[src/rtl/core/ek2k_pkg.sv]
// Package for the EUC-KR to ISO-2022-KR converter: command type, queue status,
// output sequence steps and the fixed control bytes. No dependencies.
package ek2k_pkg;

	localparam logic [7:0] HIGH_BIT  = 8'h80;
	localparam logic [7:0] LOW7_MASK = 8'h7F;
	localparam logic [7:0] CH_ESC    = 8'h1B;
	localparam logic [7:0] CH_DOLLAR = 8'h24;
	localparam logic [7:0] CH_RPAREN = 8'h29;
	localparam logic [7:0] CH_C      = 8'h43;
	localparam logic [7:0] CH_SO     = 8'h0E;
	localparam logic [7:0] CH_SI     = 8'h0F;

	// One output run, as classified by the front end
	typedef struct packed {
		logic       pair;    // double-byte pair, else plain byte
		logic       des;     // emit designator ESC $ ) C first
		logic       so;      // emit SO before the pair
		logic       si;      // emit SI before the plain byte
		logic [7:0] byte_a;  // plain byte, or lead with bit 7 cleared
		logic [6:0] byte_b;  // second byte of a pair, bit 7 cleared
	} cmd_t;

	// Queue status seen by both sides
	typedef struct packed {
		logic full;
		logic empty;
	} q_stat_t;

	// Output sequence positions of the back end
	typedef enum logic [2:0] {
		ST_ESC    = 3'd0,
		ST_DOLLAR = 3'd1,
		ST_RPAREN = 3'd2,
		ST_C      = 3'd3,
		ST_SO     = 3'd4,
		ST_SI     = 3'd5,
		ST_A      = 3'd6,
		ST_B      = 3'd7
	} step_t;

	// First step of a run
	function automatic step_t first_step(input cmd_t c);
		step_t s;
		if (c.des) begin
			s = ST_ESC;
		end else if (c.so) begin
			s = ST_SO;
		end else if (c.si) begin
			s = ST_SI;
		end else begin
			s = ST_A;
		end
		return s;
	endfunction

endpackage

[src/rtl/core/euckr_to_iso2022kr_converter.sv]
// Top level of the EUC-KR to ISO-2022-KR converter: front end, command queue
// and back end. Depends on ek2k_pkg, ek2k_front, ek2k_cmd_fifo, ek2k_back.
//
// Usage:
//   Input channel is a queue write port: in_byte is transferred at a clock
//   edge with push high and full low. Output channel is a queue read port:
//   while empty is low, out_byte and last_of_run show the oldest byte, and it
//   is transferred at an edge with pop high. last_of_run marks the final
//   byte caused by one input byte; a lead byte causes none.
//   An input byte that causes output passes the command queue and the back
//   end's run registers before its first byte enters the output register.
//   Throughput: one input byte per cycle while full is low; the back end
//   emits one output byte per cycle unless the receiver stalls, so a pair
//   gives two bytes plus up to five for designator and SO. The command queue
//   of QUEUE_DEPTH runs absorbs the difference; full rises when it fills.
//   Reset clears the lead, designator and mode state and empties the queue
//   and output register. When the receiver stalls, the output register holds
//   and the queue fills, after which full stalls the sender.
module euckr_to_iso2022kr_converter #(
	parameter int QUEUE_DEPTH = 4
) (
	input  logic       clk,
	input  logic       arst_n,
	input  logic       push,
	output logic       full,
	input  logic [7:0] in_byte,
	output logic       empty,
	input  logic       pop,
	output logic [7:0] out_byte,
	output logic       last_of_run
);
	import ek2k_pkg::*;

	q_stat_t q_stat;
	cmd_t    wr_cmd;
	cmd_t    rd_cmd;
	logic    q_push;
	logic    q_pop;

	ek2k_front u_front (
		.clk     (clk),
		.arst_n  (arst_n),
		.in_push (push),
		.in_byte (in_byte),
		.q_stat  (q_stat),
		.in_full (full),
		.q_push  (q_push),
		.q_cmd   (wr_cmd)
	);

	ek2k_cmd_fifo #(
		.DEPTH (QUEUE_DEPTH)
	) u_fifo (
		.clk    (clk),
		.arst_n (arst_n),
		.push   (q_push),
		.wr_cmd (wr_cmd),
		.pop    (q_pop),
		.rd_cmd (rd_cmd),
		.stat   (q_stat)
	);

	ek2k_back u_back (
		.clk         (clk),
		.arst_n      (arst_n),
		.q_cmd       (rd_cmd),
		.q_stat      (q_stat),
		.q_pop       (q_pop),
		.pop         (pop),
		.empty       (empty),
		.out_byte    (out_byte),
		.last_of_run (last_of_run)
	);

	// Front never writes a full queue
	a_no_push_full: assert property (@(posedge clk) disable iff (!arst_n)
		q_stat.full |-> !q_push)
		else $error("command written to full queue");

	// Back never loads from an empty queue
	a_no_pop_empty: assert property (@(posedge clk) disable iff (!arst_n)
		q_pop |-> !q_stat.empty)
		else $error("command read from empty queue");

	// A plain run with SI ends on the byte after SI
	a_si_then_last: assert property (@(posedge clk) disable iff (!arst_n)
		(!empty && pop && out_byte == CH_SI && !last_of_run)
		|=> (empty || last_of_run))
		else $error("SI not followed by last byte of run");

endmodule

[src/rtl/core/ek2k_front.sv]
// Front end of the converter: accepts input bytes, tracks lead and mode state
// and writes one command per output run to the queue. Uses ek2k_pkg.
module ek2k_front (
	input  logic                 clk,
	input  logic                 arst_n,
	input  logic                 in_push,
	input  logic [7:0]           in_byte,
	input  ek2k_pkg::q_stat_t    q_stat,
	output logic                 in_full,
	output logic                 q_push,
	output ek2k_pkg::cmd_t       q_cmd
);
	import ek2k_pkg::*;

	logic       lead_pending_q;
	logic [6:0] lead_q;
	logic       des_sent_q;
	logic       dbm_q;
	logic       accept;

	assign in_full = q_stat.full;
	assign accept  = in_push && !q_stat.full;

	// Classify the incoming byte into a command
	always_comb begin
		q_cmd        = '0;
		q_push       = 1'b0;
		if (lead_pending_q) begin
			q_cmd.pair   = 1'b1;
			q_cmd.des    = !des_sent_q;
			q_cmd.so     = !des_sent_q || !dbm_q;
			q_cmd.byte_a = {1'b0, lead_q};
			q_cmd.byte_b = in_byte[6:0];
			q_push       = accept;
		end else if ((in_byte & HIGH_BIT) == '0) begin
			q_cmd.si     = dbm_q;
			q_cmd.byte_a = in_byte;
			q_push       = accept;
		end
	end

	// Advance lead and mode state on each transfer
	always_ff @(posedge clk or negedge arst_n) begin
		if (!arst_n) begin
			lead_pending_q <= 1'b0;
			lead_q         <= '0;
			des_sent_q     <= 1'b0;
			dbm_q          <= 1'b0;
		end else if (accept) begin
			if (lead_pending_q) begin
				lead_pending_q <= 1'b0;
				lead_q         <= '0;
				des_sent_q     <= 1'b1;
				dbm_q          <= 1'b1;
			end else if ((in_byte & HIGH_BIT) != '0) begin
				lead_pending_q <= 1'b1;
				lead_q         <= in_byte[6:0];
			end else begin
				dbm_q          <= 1'b0;
			end
		end
	end

endmodule

[src/rtl/core/ek2k_cmd_fifo.sv]
// Short command queue between front and back end of the converter.
// Register array with count; depends on ek2k_pkg.
module ek2k_cmd_fifo #(
	parameter int DEPTH = 4
) (
	input  logic               clk,
	input  logic               arst_n,
	input  logic               push,
	input  ek2k_pkg::cmd_t     wr_cmd,
	input  logic               pop,
	output ek2k_pkg::cmd_t     rd_cmd,
	output ek2k_pkg::q_stat_t  stat
);
	import ek2k_pkg::*;

	localparam int PW = (DEPTH > 1) ? $clog2(DEPTH) : 1;
	localparam int CW = $clog2(DEPTH + 1);
	localparam logic [PW-1:0] LAST_PTR = PW'(DEPTH - 1);
	localparam logic [CW-1:0] FULL_CNT = CW'(DEPTH);

	cmd_t          slot_q [DEPTH];
	logic [PW-1:0] wr_ptr_q;
	logic [PW-1:0] rd_ptr_q;
	logic [CW-1:0] count_q;
	logic          do_push;
	logic          do_pop;

	assign stat.full  = (count_q == FULL_CNT);
	assign stat.empty = (count_q == '0);
	assign do_push    = push && !stat.full;
	assign do_pop     = pop && !stat.empty;
	assign rd_cmd     = slot_q[rd_ptr_q];

	// Write the slot on push
	always_ff @(posedge clk) begin
		if (do_push) begin
			slot_q[wr_ptr_q] <= wr_cmd;
		end
	end

	// Advance pointers and count
	always_ff @(posedge clk or negedge arst_n) begin
		if (!arst_n) begin
			wr_ptr_q <= '0;
			rd_ptr_q <= '0;
			count_q  <= '0;
		end else begin
			if (do_push) begin
				wr_ptr_q <= (wr_ptr_q == LAST_PTR) ? '0 : wr_ptr_q + 1'b1;
			end
			if (do_pop) begin
				rd_ptr_q <= (rd_ptr_q == LAST_PTR) ? '0 : rd_ptr_q + 1'b1;
			end
			if (do_push && !do_pop) begin
				count_q <= count_q + 1'b1;
			end else if (do_pop && !do_push) begin
				count_q <= count_q - 1'b1;
			end
		end
	end

endmodule

[src/rtl/core/ek2k_back.sv]
// Back end of the converter: expands each queued command into its output
// bytes, one per unstalled cycle, to an output register. Uses ek2k_pkg.
module ek2k_back (
	input  logic               clk,
	input  logic               arst_n,
	input  ek2k_pkg::cmd_t     q_cmd,
	input  ek2k_pkg::q_stat_t  q_stat,
	output logic               q_pop,
	input  logic               pop,
	output logic               empty,
	output logic [7:0]         out_byte,
	output logic               last_of_run
);
	import ek2k_pkg::*;

	logic       busy_q;
	cmd_t       cmd_q;
	step_t      step_q;
	step_t      step_d;
	logic       busy_d;
	logic       out_valid_q;
	logic [7:0] byte_q;
	logic       last_q;
	logic       advance;
	logic       emit;
	logic       run_end;
	logic [7:0] cur_byte;

	assign advance     = !out_valid_q || pop;
	assign emit        = busy_q && advance;
	assign run_end     = (step_q == ST_B) || (step_q == ST_A && !cmd_q.pair);
	assign q_pop       = !q_stat.empty && (!busy_q || (emit && run_end));
	assign empty       = !out_valid_q;
	assign out_byte    = byte_q;
	assign last_of_run = last_q;

	// Select the byte of the current step
	always_comb begin
		case (step_q)
			ST_ESC:    cur_byte = CH_ESC;
			ST_DOLLAR: cur_byte = CH_DOLLAR;
			ST_RPAREN: cur_byte = CH_RPAREN;
			ST_C:      cur_byte = CH_C;
			ST_SO:     cur_byte = CH_SO;
			ST_SI:     cur_byte = CH_SI;
			ST_A:      cur_byte = cmd_q.byte_a;
			ST_B:      cur_byte = {1'b0, cmd_q.byte_b};
			default:   cur_byte = '0;
		endcase
	end

	// Next step and run load
	always_comb begin
		step_d = step_q;
		busy_d = busy_q;
		if (emit) begin
			case (step_q)
				ST_ESC:    step_d = ST_DOLLAR;
				ST_DOLLAR: step_d = ST_RPAREN;
				ST_RPAREN: step_d = ST_C;
				ST_C:      step_d = cmd_q.so ? ST_SO : ST_A;
				ST_SO:     step_d = ST_A;
				ST_SI:     step_d = ST_A;
				ST_A:      step_d = ST_B;
				ST_B:      step_d = ST_A;
				default:   step_d = ST_A;
			endcase
			if (run_end) begin
				busy_d = 1'b0;
			end
		end
		if (q_pop) begin
			step_d = first_step(q_cmd);
			busy_d = 1'b1;
		end
	end

	// Hold the current command
	always_ff @(posedge clk) begin
		if (q_pop) begin
			cmd_q <= q_cmd;
		end
	end

	// Sequencer state
	always_ff @(posedge clk or negedge arst_n) begin
		if (!arst_n) begin
			busy_q <= 1'b0;
			step_q <= ST_A;
		end else begin
			busy_q <= busy_d;
			step_q <= step_d;
		end
	end

	// Output register: load on emit, drop on transfer
	always_ff @(posedge clk or negedge arst_n) begin
		if (!arst_n) begin
			out_valid_q <= 1'b0;
		end else if (advance) begin
			out_valid_q <= emit;
		end
	end

	always_ff @(posedge clk) begin
		if (emit) begin
			byte_q <= cur_byte;
			last_q <= run_end;
		end
	end

endmodule
[config.mk]
export PLATFORM = sky130hd
export DESIGN_NAME = euckr_to_iso2022kr_converter
export DESIGN_NICKNAME = d
export VERILOG_FILES = /design/src/rtl/core/ek2k_pkg.sv /design/src/rtl/core/euckr_to_iso2022kr_converter.sv /design/src/rtl/core/ek2k_front.sv /design/src/rtl/core/ek2k_cmd_fifo.sv /design/src/rtl/core/ek2k_back.sv
export SDC_FILE = /design/constraint.sdc
export NUM_CORES = 1
export LEC_CHECK = 0
export BUFFER_PORTS_ARGS = -buffer_cell sky130_fd_sc_hd__buf_2
export CAP_MARGIN = 20
export CORE_MARGIN = 3
export CORE_UTILIZATION = 64
export CTS_BUF_LIST = sky130_fd_sc_hd__clkbuf_4 sky130_fd_sc_hd__clkbuf_8 sky130_fd_sc_hd__clkbuf_16
export DETAILED_ROUTE_END_ITERATION = 10
export PLACE_DENSITY = 0.82
export SYNTH_ARGS = -nofsm -noshare
export SYNTH_HDL_FRONTEND = slang
export SYNTH_HIERARCHICAL = 1
export SYNTH_SLANG_ARGS = --single-unit
export TNS_END_PERCENT = 30
[constraint.sdc]
create_clock -name clk -period 4.44 [get_ports clk]
set_input_delay 0.222 -clock clk [delete_from_list [all_inputs] [get_ports clk]]
set_output_delay 0.222 -clock clk [all_outputs]
set_load 0.05 [all_outputs]
After elaboration in Yosys (flattened, before gate mapping):

Memory sizes are Yosys's and may differ from the RTL's.
Cells that the tools add are included.

* add/subtract/negate cells: 4
* equal/unequal tests: 11
* muxes and demuxes: 30
* reductions and logical operators: 34

Operator list (count)
* $pmux W8 S8: 1
* $mux W3: 7
* $mux W7: 3
* $pmux W3 S6: 1
* $eq A3 B3 Y1 const B: 5
* $mux W1: 12
* $logic_and A1 B1 Y1: 9
* $logic_not A1 Y1: 9
* $mux W9: 1
* $logic_not A8 Y1: 1
* $mux W2: 4
* $mux W8: 1
* $reduce_and A2 Y1: 4
* $reduce_bool A2 Y1: 4
* $eq A3 B2 Y1 const B: 2
* $logic_not A3 Y1: 2
* $add A2 B1 Y2 const B: 2
* $eq A2 B2 Y1 const B: 2
* $logic_or A1 B1 Y1: 4
* $add A3 B1 Y3 const B: 1
* $eq A3 B1 Y1 const B: 1
* $reduce_or A3 Y1: 1
* $sub A3 B1 Y3 const B: 1
* $ne A2 B1 Y1 const B: 1

* flip-flop bits (word level): 48
* bits in writable memories: 76
* input bits: 12
* output and inout port bits: 11
* logic and storage cells: 96
* memories kept: 1

Memories
* u_fifo.slot_q: words 4, width 19, read ports 1, clocked after Yosys merged registers in 0, wr ports 1, RTL line ek2k_cmd_fifo.sv:21 `cmd_t slot_q [DEPTH];`

Depth between registers and ports, before layout:

* depth after elaboration: 10
* mapped depth: 12
* depth with buffers taken out: 10

Modules after synthesis:

The synthesis kept the hierarchy.

Modules (own cells, without submodules)
* ek2k_cmd_fifo: instances 1, cells each 136, area each 3178.0 sq um, seq. area each 2457.4 sq um
* ek2k_back: instances 1, cells each 86, area each 1246.2 sq um, seq. area each 908.4 sq um
* ek2k_front: instances 1, cells each 81, area each 616.8 sq um, seq. area each 250.2 sq um

Worst setup path after synthesis:

No wires, ideal clock.

* path kind: register to register
* start point: register u_back.step_q[2]
* end point: register u_fifo.count_q[1]
* setup time: 0.125 ns
* arrival: 2.779 ns
* required time: 4.315 ns
* path slack: 1.536 ns
* cell stages (with the launch flop): 8
* buffers on the path: 0
* clock period less this slack: 2.904 ns
* cells stage by stage: dfstp_2 > nand2_2 > o41ai_4 > o31ai_2 > ha_1 > inv_1 > fa_1 > mux2_2

* longest elaborated chain between the ends: 10
* elaborated cells between the ends (all ways): 13
* those cells by class: 2 x eq/ne; 1 x mux; 10 x reduce/logical

Ends and longest elaborated chain
* from (decl): RTL line ek2k_back.sv:18 `step_t step_q;`
* from (signal assigned): RTL line ek2k_back.sv:92 `step_q <= step_d;`
* $eq A3 B3 Y1: RTL line ek2k_back.sv:31 `assign run_end = (step_q == ST_B) || (step_q == ST_A && !cmd_q.pair);`
* $logic_and A1 B1 Y1: RTL line ek2k_back.sv:31
* $logic_or A1 B1 Y1 *: RTL line ek2k_back.sv:31
* $logic_and A1 B1 Y1 *: RTL line ek2k_back.sv:32 `assign q_pop = !q_stat.empty && (!busy_q || (emit && run_end));`
* $logic_or A1 B1 Y1 *: RTL line ek2k_back.sv:32
* $logic_and A1 B1 Y1 *: RTL line ek2k_back.sv:32
* via q_pop: RTL line euckr_to_iso2022kr_converter.sv:38 `logic q_pop;`
* $logic_and A1 B1 Y1 *: RTL line ek2k_cmd_fifo.sv:31 `assign do_pop = pop && !stat.empty;`
* $logic_not A1 Y1: RTL line ek2k_cmd_fifo.sv:54 `if (do_push && !do_pop) begin`
* $logic_and A1 B1 Y1: RTL line ek2k_cmd_fifo.sv:54
* $mux W3 / $reduce_bool A2 Y1 (equally long branches)
* to (signal assigned): RTL line ek2k_cmd_fifo.sv:55 `count_q <= count_q + 1'b1;`
* to (signal assigned): RTL line ek2k_cmd_fifo.sv:57 `count_q <= count_q - 1'b1;`
* to (decl): RTL line ek2k_cmd_fifo.sv:24 `logic [CW-1:0] count_q;`

The timed path passes the listed nets; every way through them passes the cells marked *.
A chain may end at the register's enable or synchronous reset.

Final worst setup path:

* start point: register u_front.lead_pending_q
* end point: memory u_fifo/slot_q[0][6] in the netlist's numbering (enable)

* longest elaborated chain between the ends: 4

Ends and longest elaborated chain
* from (decl): RTL line ek2k_front.sv:15 `logic lead_pending_q;`
* from (signal assigned): RTL line ek2k_front.sv:45 `lead_pending_q <= 1'b0;`
* from (signal assigned): RTL line ek2k_front.sv:51 `lead_pending_q <= 1'b0;`
* from (signal assigned): RTL line ek2k_front.sv:56 `lead_pending_q <= 1'b1;`
* $mux W1: RTL line ek2k_front.sv:28 `if (lead_pending_q) begin`
* via q_push: RTL line euckr_to_iso2022kr_converter.sv:37 `logic q_push;`
* $logic_and A1 B1 Y1: RTL line ek2k_cmd_fifo.sv:30 `assign do_push = push && !stat.full;`
* $mux W1: RTL line ek2k_cmd_fifo.sv:36 `if (do_push) begin`
* $mux W1 (implied by the code): RTL line ek2k_cmd_fifo.sv:37 `slot_q[wr_ptr_q] <= wr_cmd;`
* to (decl): RTL line ek2k_cmd_fifo.sv:21

The timed path passes the listed nets, and every way through them passes these cells.

==> results.json <==
{
  "num_vias": 2692,
  "drive_gt1_share_pct": 25.43,
  "grt_pass1_vias": 2707,
  "clkTransAtPathRegs_ns": 0.06,
  "grt_pass1_wl_microns": 14620,
  "wl_microns": 9035,
  "yosysTopAreaCell": "edfxtp_1",
  "numCtsBuffers": 17,
  "io_buffers": 22,
  "crit_path_end_kind": "flop",
  "yosys-top-cells-area": "edfxtp_1 (61%), dfrtp_1 (9.9%), mux4_2 (8.5%), o21ai_0 (2.2%), nand2_1 (1.6%)",
  "worst_pin_slew_ns": 1.015,
  "dp.cells": 409,
  "fp.dieH_microns": 94.75,
  "max_stage_delay_ns": 0.88,
  "synth_area_sq_mm": 0.005041,
  "grt_use_total_pct": 23.09,
  "dp_slack_ns": 1.427,
  "ys_seq_elements": 124,
  "core_sq_mm": 0.007447,
  "cp-start-kind": "flop",
  "max-vdd-ir-drop_uv": 517.1,
  "combPwrFrac_pct": 24.8,
  "power_frac_clock_pct": 32.4,
  "cp_cell_sequence": "inv_2, a21oi_1, nor2b_1, and2_1",
  "power_density_mw_per_mm2": 754.5,
  "start_util_pct": 67.69,
  "yosysMostFrequentCell": "edfxtp_1",
  "yosys_warnings": 6,
  "synthFlopType": "edfxtp_1",
  "power.total_w": 0.004454,
  "ys_seq_area_share_pct": 71.73,
  "min_period_over_period_pct": 68.81,
  "post_synth.cell_area_avg_sq_um": 16.64,
  "power_frac_seq_pct": 42.8,
  "synth_top_area_share_pct": 60.76,
  "place_hpwl_microns": 5449,
  "cellInternalPower_w": 0.003100,
  "setup_tns_ns": 0,
  "cts_tree": "done",
  "fin_skew_ns": 0.007033,
  "synth_edf_count": 102,
  "synthArstFlopShare_pct": 17.74,
  "fmax_mhz": 327.3,
  "cts_setup_buffers": 0,
  "pin_count": 23,
  "crit_family": "simple AND/OR/NAND/NOR gates",
  "die_w_microns": 94.75,
  "cts_buffer_depth": 2,
  "wl_per_cell_microns": 20.12,
  "cts_num_sinks": 124,
  "rsz0062_at_grt": "no",
  "report.final.slew_viol_count": 0,
  "viasPerCell": 5.996,
  "p_switching_w": 0.001354,
  "hold_violations": 0,
  "synth.distinct_cells": 48,
  "post-route-drc-count": 0,
  "syn_inst": 303,
  "dieArea_sq_mm": 0.008978,
  "status": "complete, no violations",
  "finish.utilization_pct": 79.27,
  "fin_nets": 356,
  "required_ns": 4.56,
  "synthToLayoutAreaGrowth_pct": 17.10,
  "crit_path_top_delay_cell": "and2_1",
  "root_buffer": "clkbuf_8",
  "synthesis.nets": 322,
  "path_max_fanout": 28,
  "min_period_ns": 3.055,
  "stdcell_count": 449,
  "synth_commonest_cells": "edfxtp_1 (102), nand2_1 (22), o21ai_0 (22), dfrtp_1 (20), mux4_2 (19)",
  "globalplace.congestion": 0.7879,
  "num_antenna_cells": 0,
  "drtAntennaViolNets": 0,
  "clk_latency_ns": 0.50,
  "arrival_ns": 3.17,
  "crit_buf_inv": 1,
  "slew_headroom_pct": 32.32,
  "fill_cells": 409,
  "fin_ws_ns": 1.385,
  "switching_share_pct": 30.40,
  "drt_first_iter_violations": 207,
  "hp-class": "in -> reg",
  "crit_type": "reg -> reg",
  "htree_num_levels": 4,
  "leakagePower_nw": 2.148,
  "first_pass_iters": 4,
  "grt_max_degree": 29,
  "overflow": 0,
  "finalSetupViolations": 0,
  "antenna_found_initial": 0,
  "maxCapViolCount": 0,
  "rows": 31
}
## placed cells by master, fill, tap and decap left out, types with 3 or more instances in the layout
cell type and instances:
edfxtp_1 102, buf_2 22, o21ai_0 22, nand2_1 22, dfrtp_1 20, mux4_2 19, clkbuf_16 16, and2_1 13
dlygate4sd3_1 8, a21oi_1 8, o21ai_1 8, nor2_1 7, inv_1 6, ha_1 6, bufinv_16 5, nor2b_1 4
clkinv_2 3, inv_2 3, mux2i_1 3, nor3_1 3, nand2b_1 3, nand3_1 3
## state kept, by name, indices dropped and copies added (netlist names), 2 cells and up
signal,flops
u_fifo/wr_ptr_q,2
u_fifo/rd_ptr_q,2
u_fifo/count_q,3
u_back/cmd_q,17
u_front/lead_q,7
u_fifo/slot_q,76
u_back/out_byte,8
u_back/step_q,3
## power groups by stage
stage / sequential [W] / combinational [W] / clock, W
after detailed placement: 0.00192 / 0.00109 / 0
final: 0.00191 / 0.00110 / 0.00144
after floorplan: 0.00193 / 0.000812 / 0
after global routing: 0.00194 / 0.00121 / 0.00152
after CTS: 0.00190 / 0.00111 / 0.00146
after global placement: 0.00189 / 0.00104 / 0
## worst min-delay path, delay by kind of cell
family	cells	cell delay, ns
buf+inv	1	0.12
simple gates	1	0.07
compound gates	1	0.07
## timing repair
action                                 in CTS  in global routing
endpoints found under the hold margin      27                  0
hold buffers                                8                  0
resized for setup                           0                  0
## per-stage QoR
stage / hold WS, ns / instance area, sq um
final: 0.03134 / 5903
after global routing: 0.01778 / 5903
after CTS: 0.01036 / 5903
after detailed placement: 0.2551 / 5197
after global placement: 0.2340 / 5197
after floorplan: -0.07359 / 5041
## cell families after synthesis
family	synth area share [%]
AND/OR/NAND/NOR	6.404
XOR/XNOR	0.5213
AO/OA/AOI/OAI	6.751
multiplexers	10.13
other	0.07439
buffers and inverters	2.507
adder cells (fa/ha/maj)	1.886
flip-flops	71.73
## path summary, 6_finish.rpt
check                                                   start                              to  slack, ns  cells after the start
setup / recovery           u_front/lead_pending_q$_DFFE_PN0P_   u_fifo/slot_q[0][6]$_DFFE_PP_       1.38                      4
hold / removal                                     in_byte[6]   u_front/lead_q[6]$_DFFE_PN0P_       0.03                      3
setup reg to reg           u_front/lead_pending_q$_DFFE_PN0P_   u_fifo/slot_q[0][6]$_DFFE_PP_       1.38                      4
hold reg to reg                u_front/des_sent_q$_DFFE_PN0P_  u_front/des_sent_q$_DFFE_PN0P_       0.50                      1
max in group asynchronous                              arst_n   u_front/lead_q[0]$_DFFE_PN0P_       3.83                      2
min in group asynchronous                              arst_n    u_back/step_q[0]$_DFFE_PN0P_       0.23                      2
## cell type report
type                            instances  area [sq um]  share of cell area [%]
Tap cell                               99         123.9                   2.098
Multi-Input combinational cell        153          1299                   22.00
Timing Repair Buffer                   32         205.2                   3.476
Clock inverter                         13         196.4                   3.328
Sequential cell                       124          3616                   61.25
Inverter                                9         33.78                  0.5723
Clock buffer                           19         429.2                   7.270
## layer usage
metal	wire, microns	track usage (%)
met5	0	0
met4	124	10.94
met3	471	5.976
met2	4737	36.52
met1	3701	30.32
No activity file was read; power rests on OpenSTA's default activity.
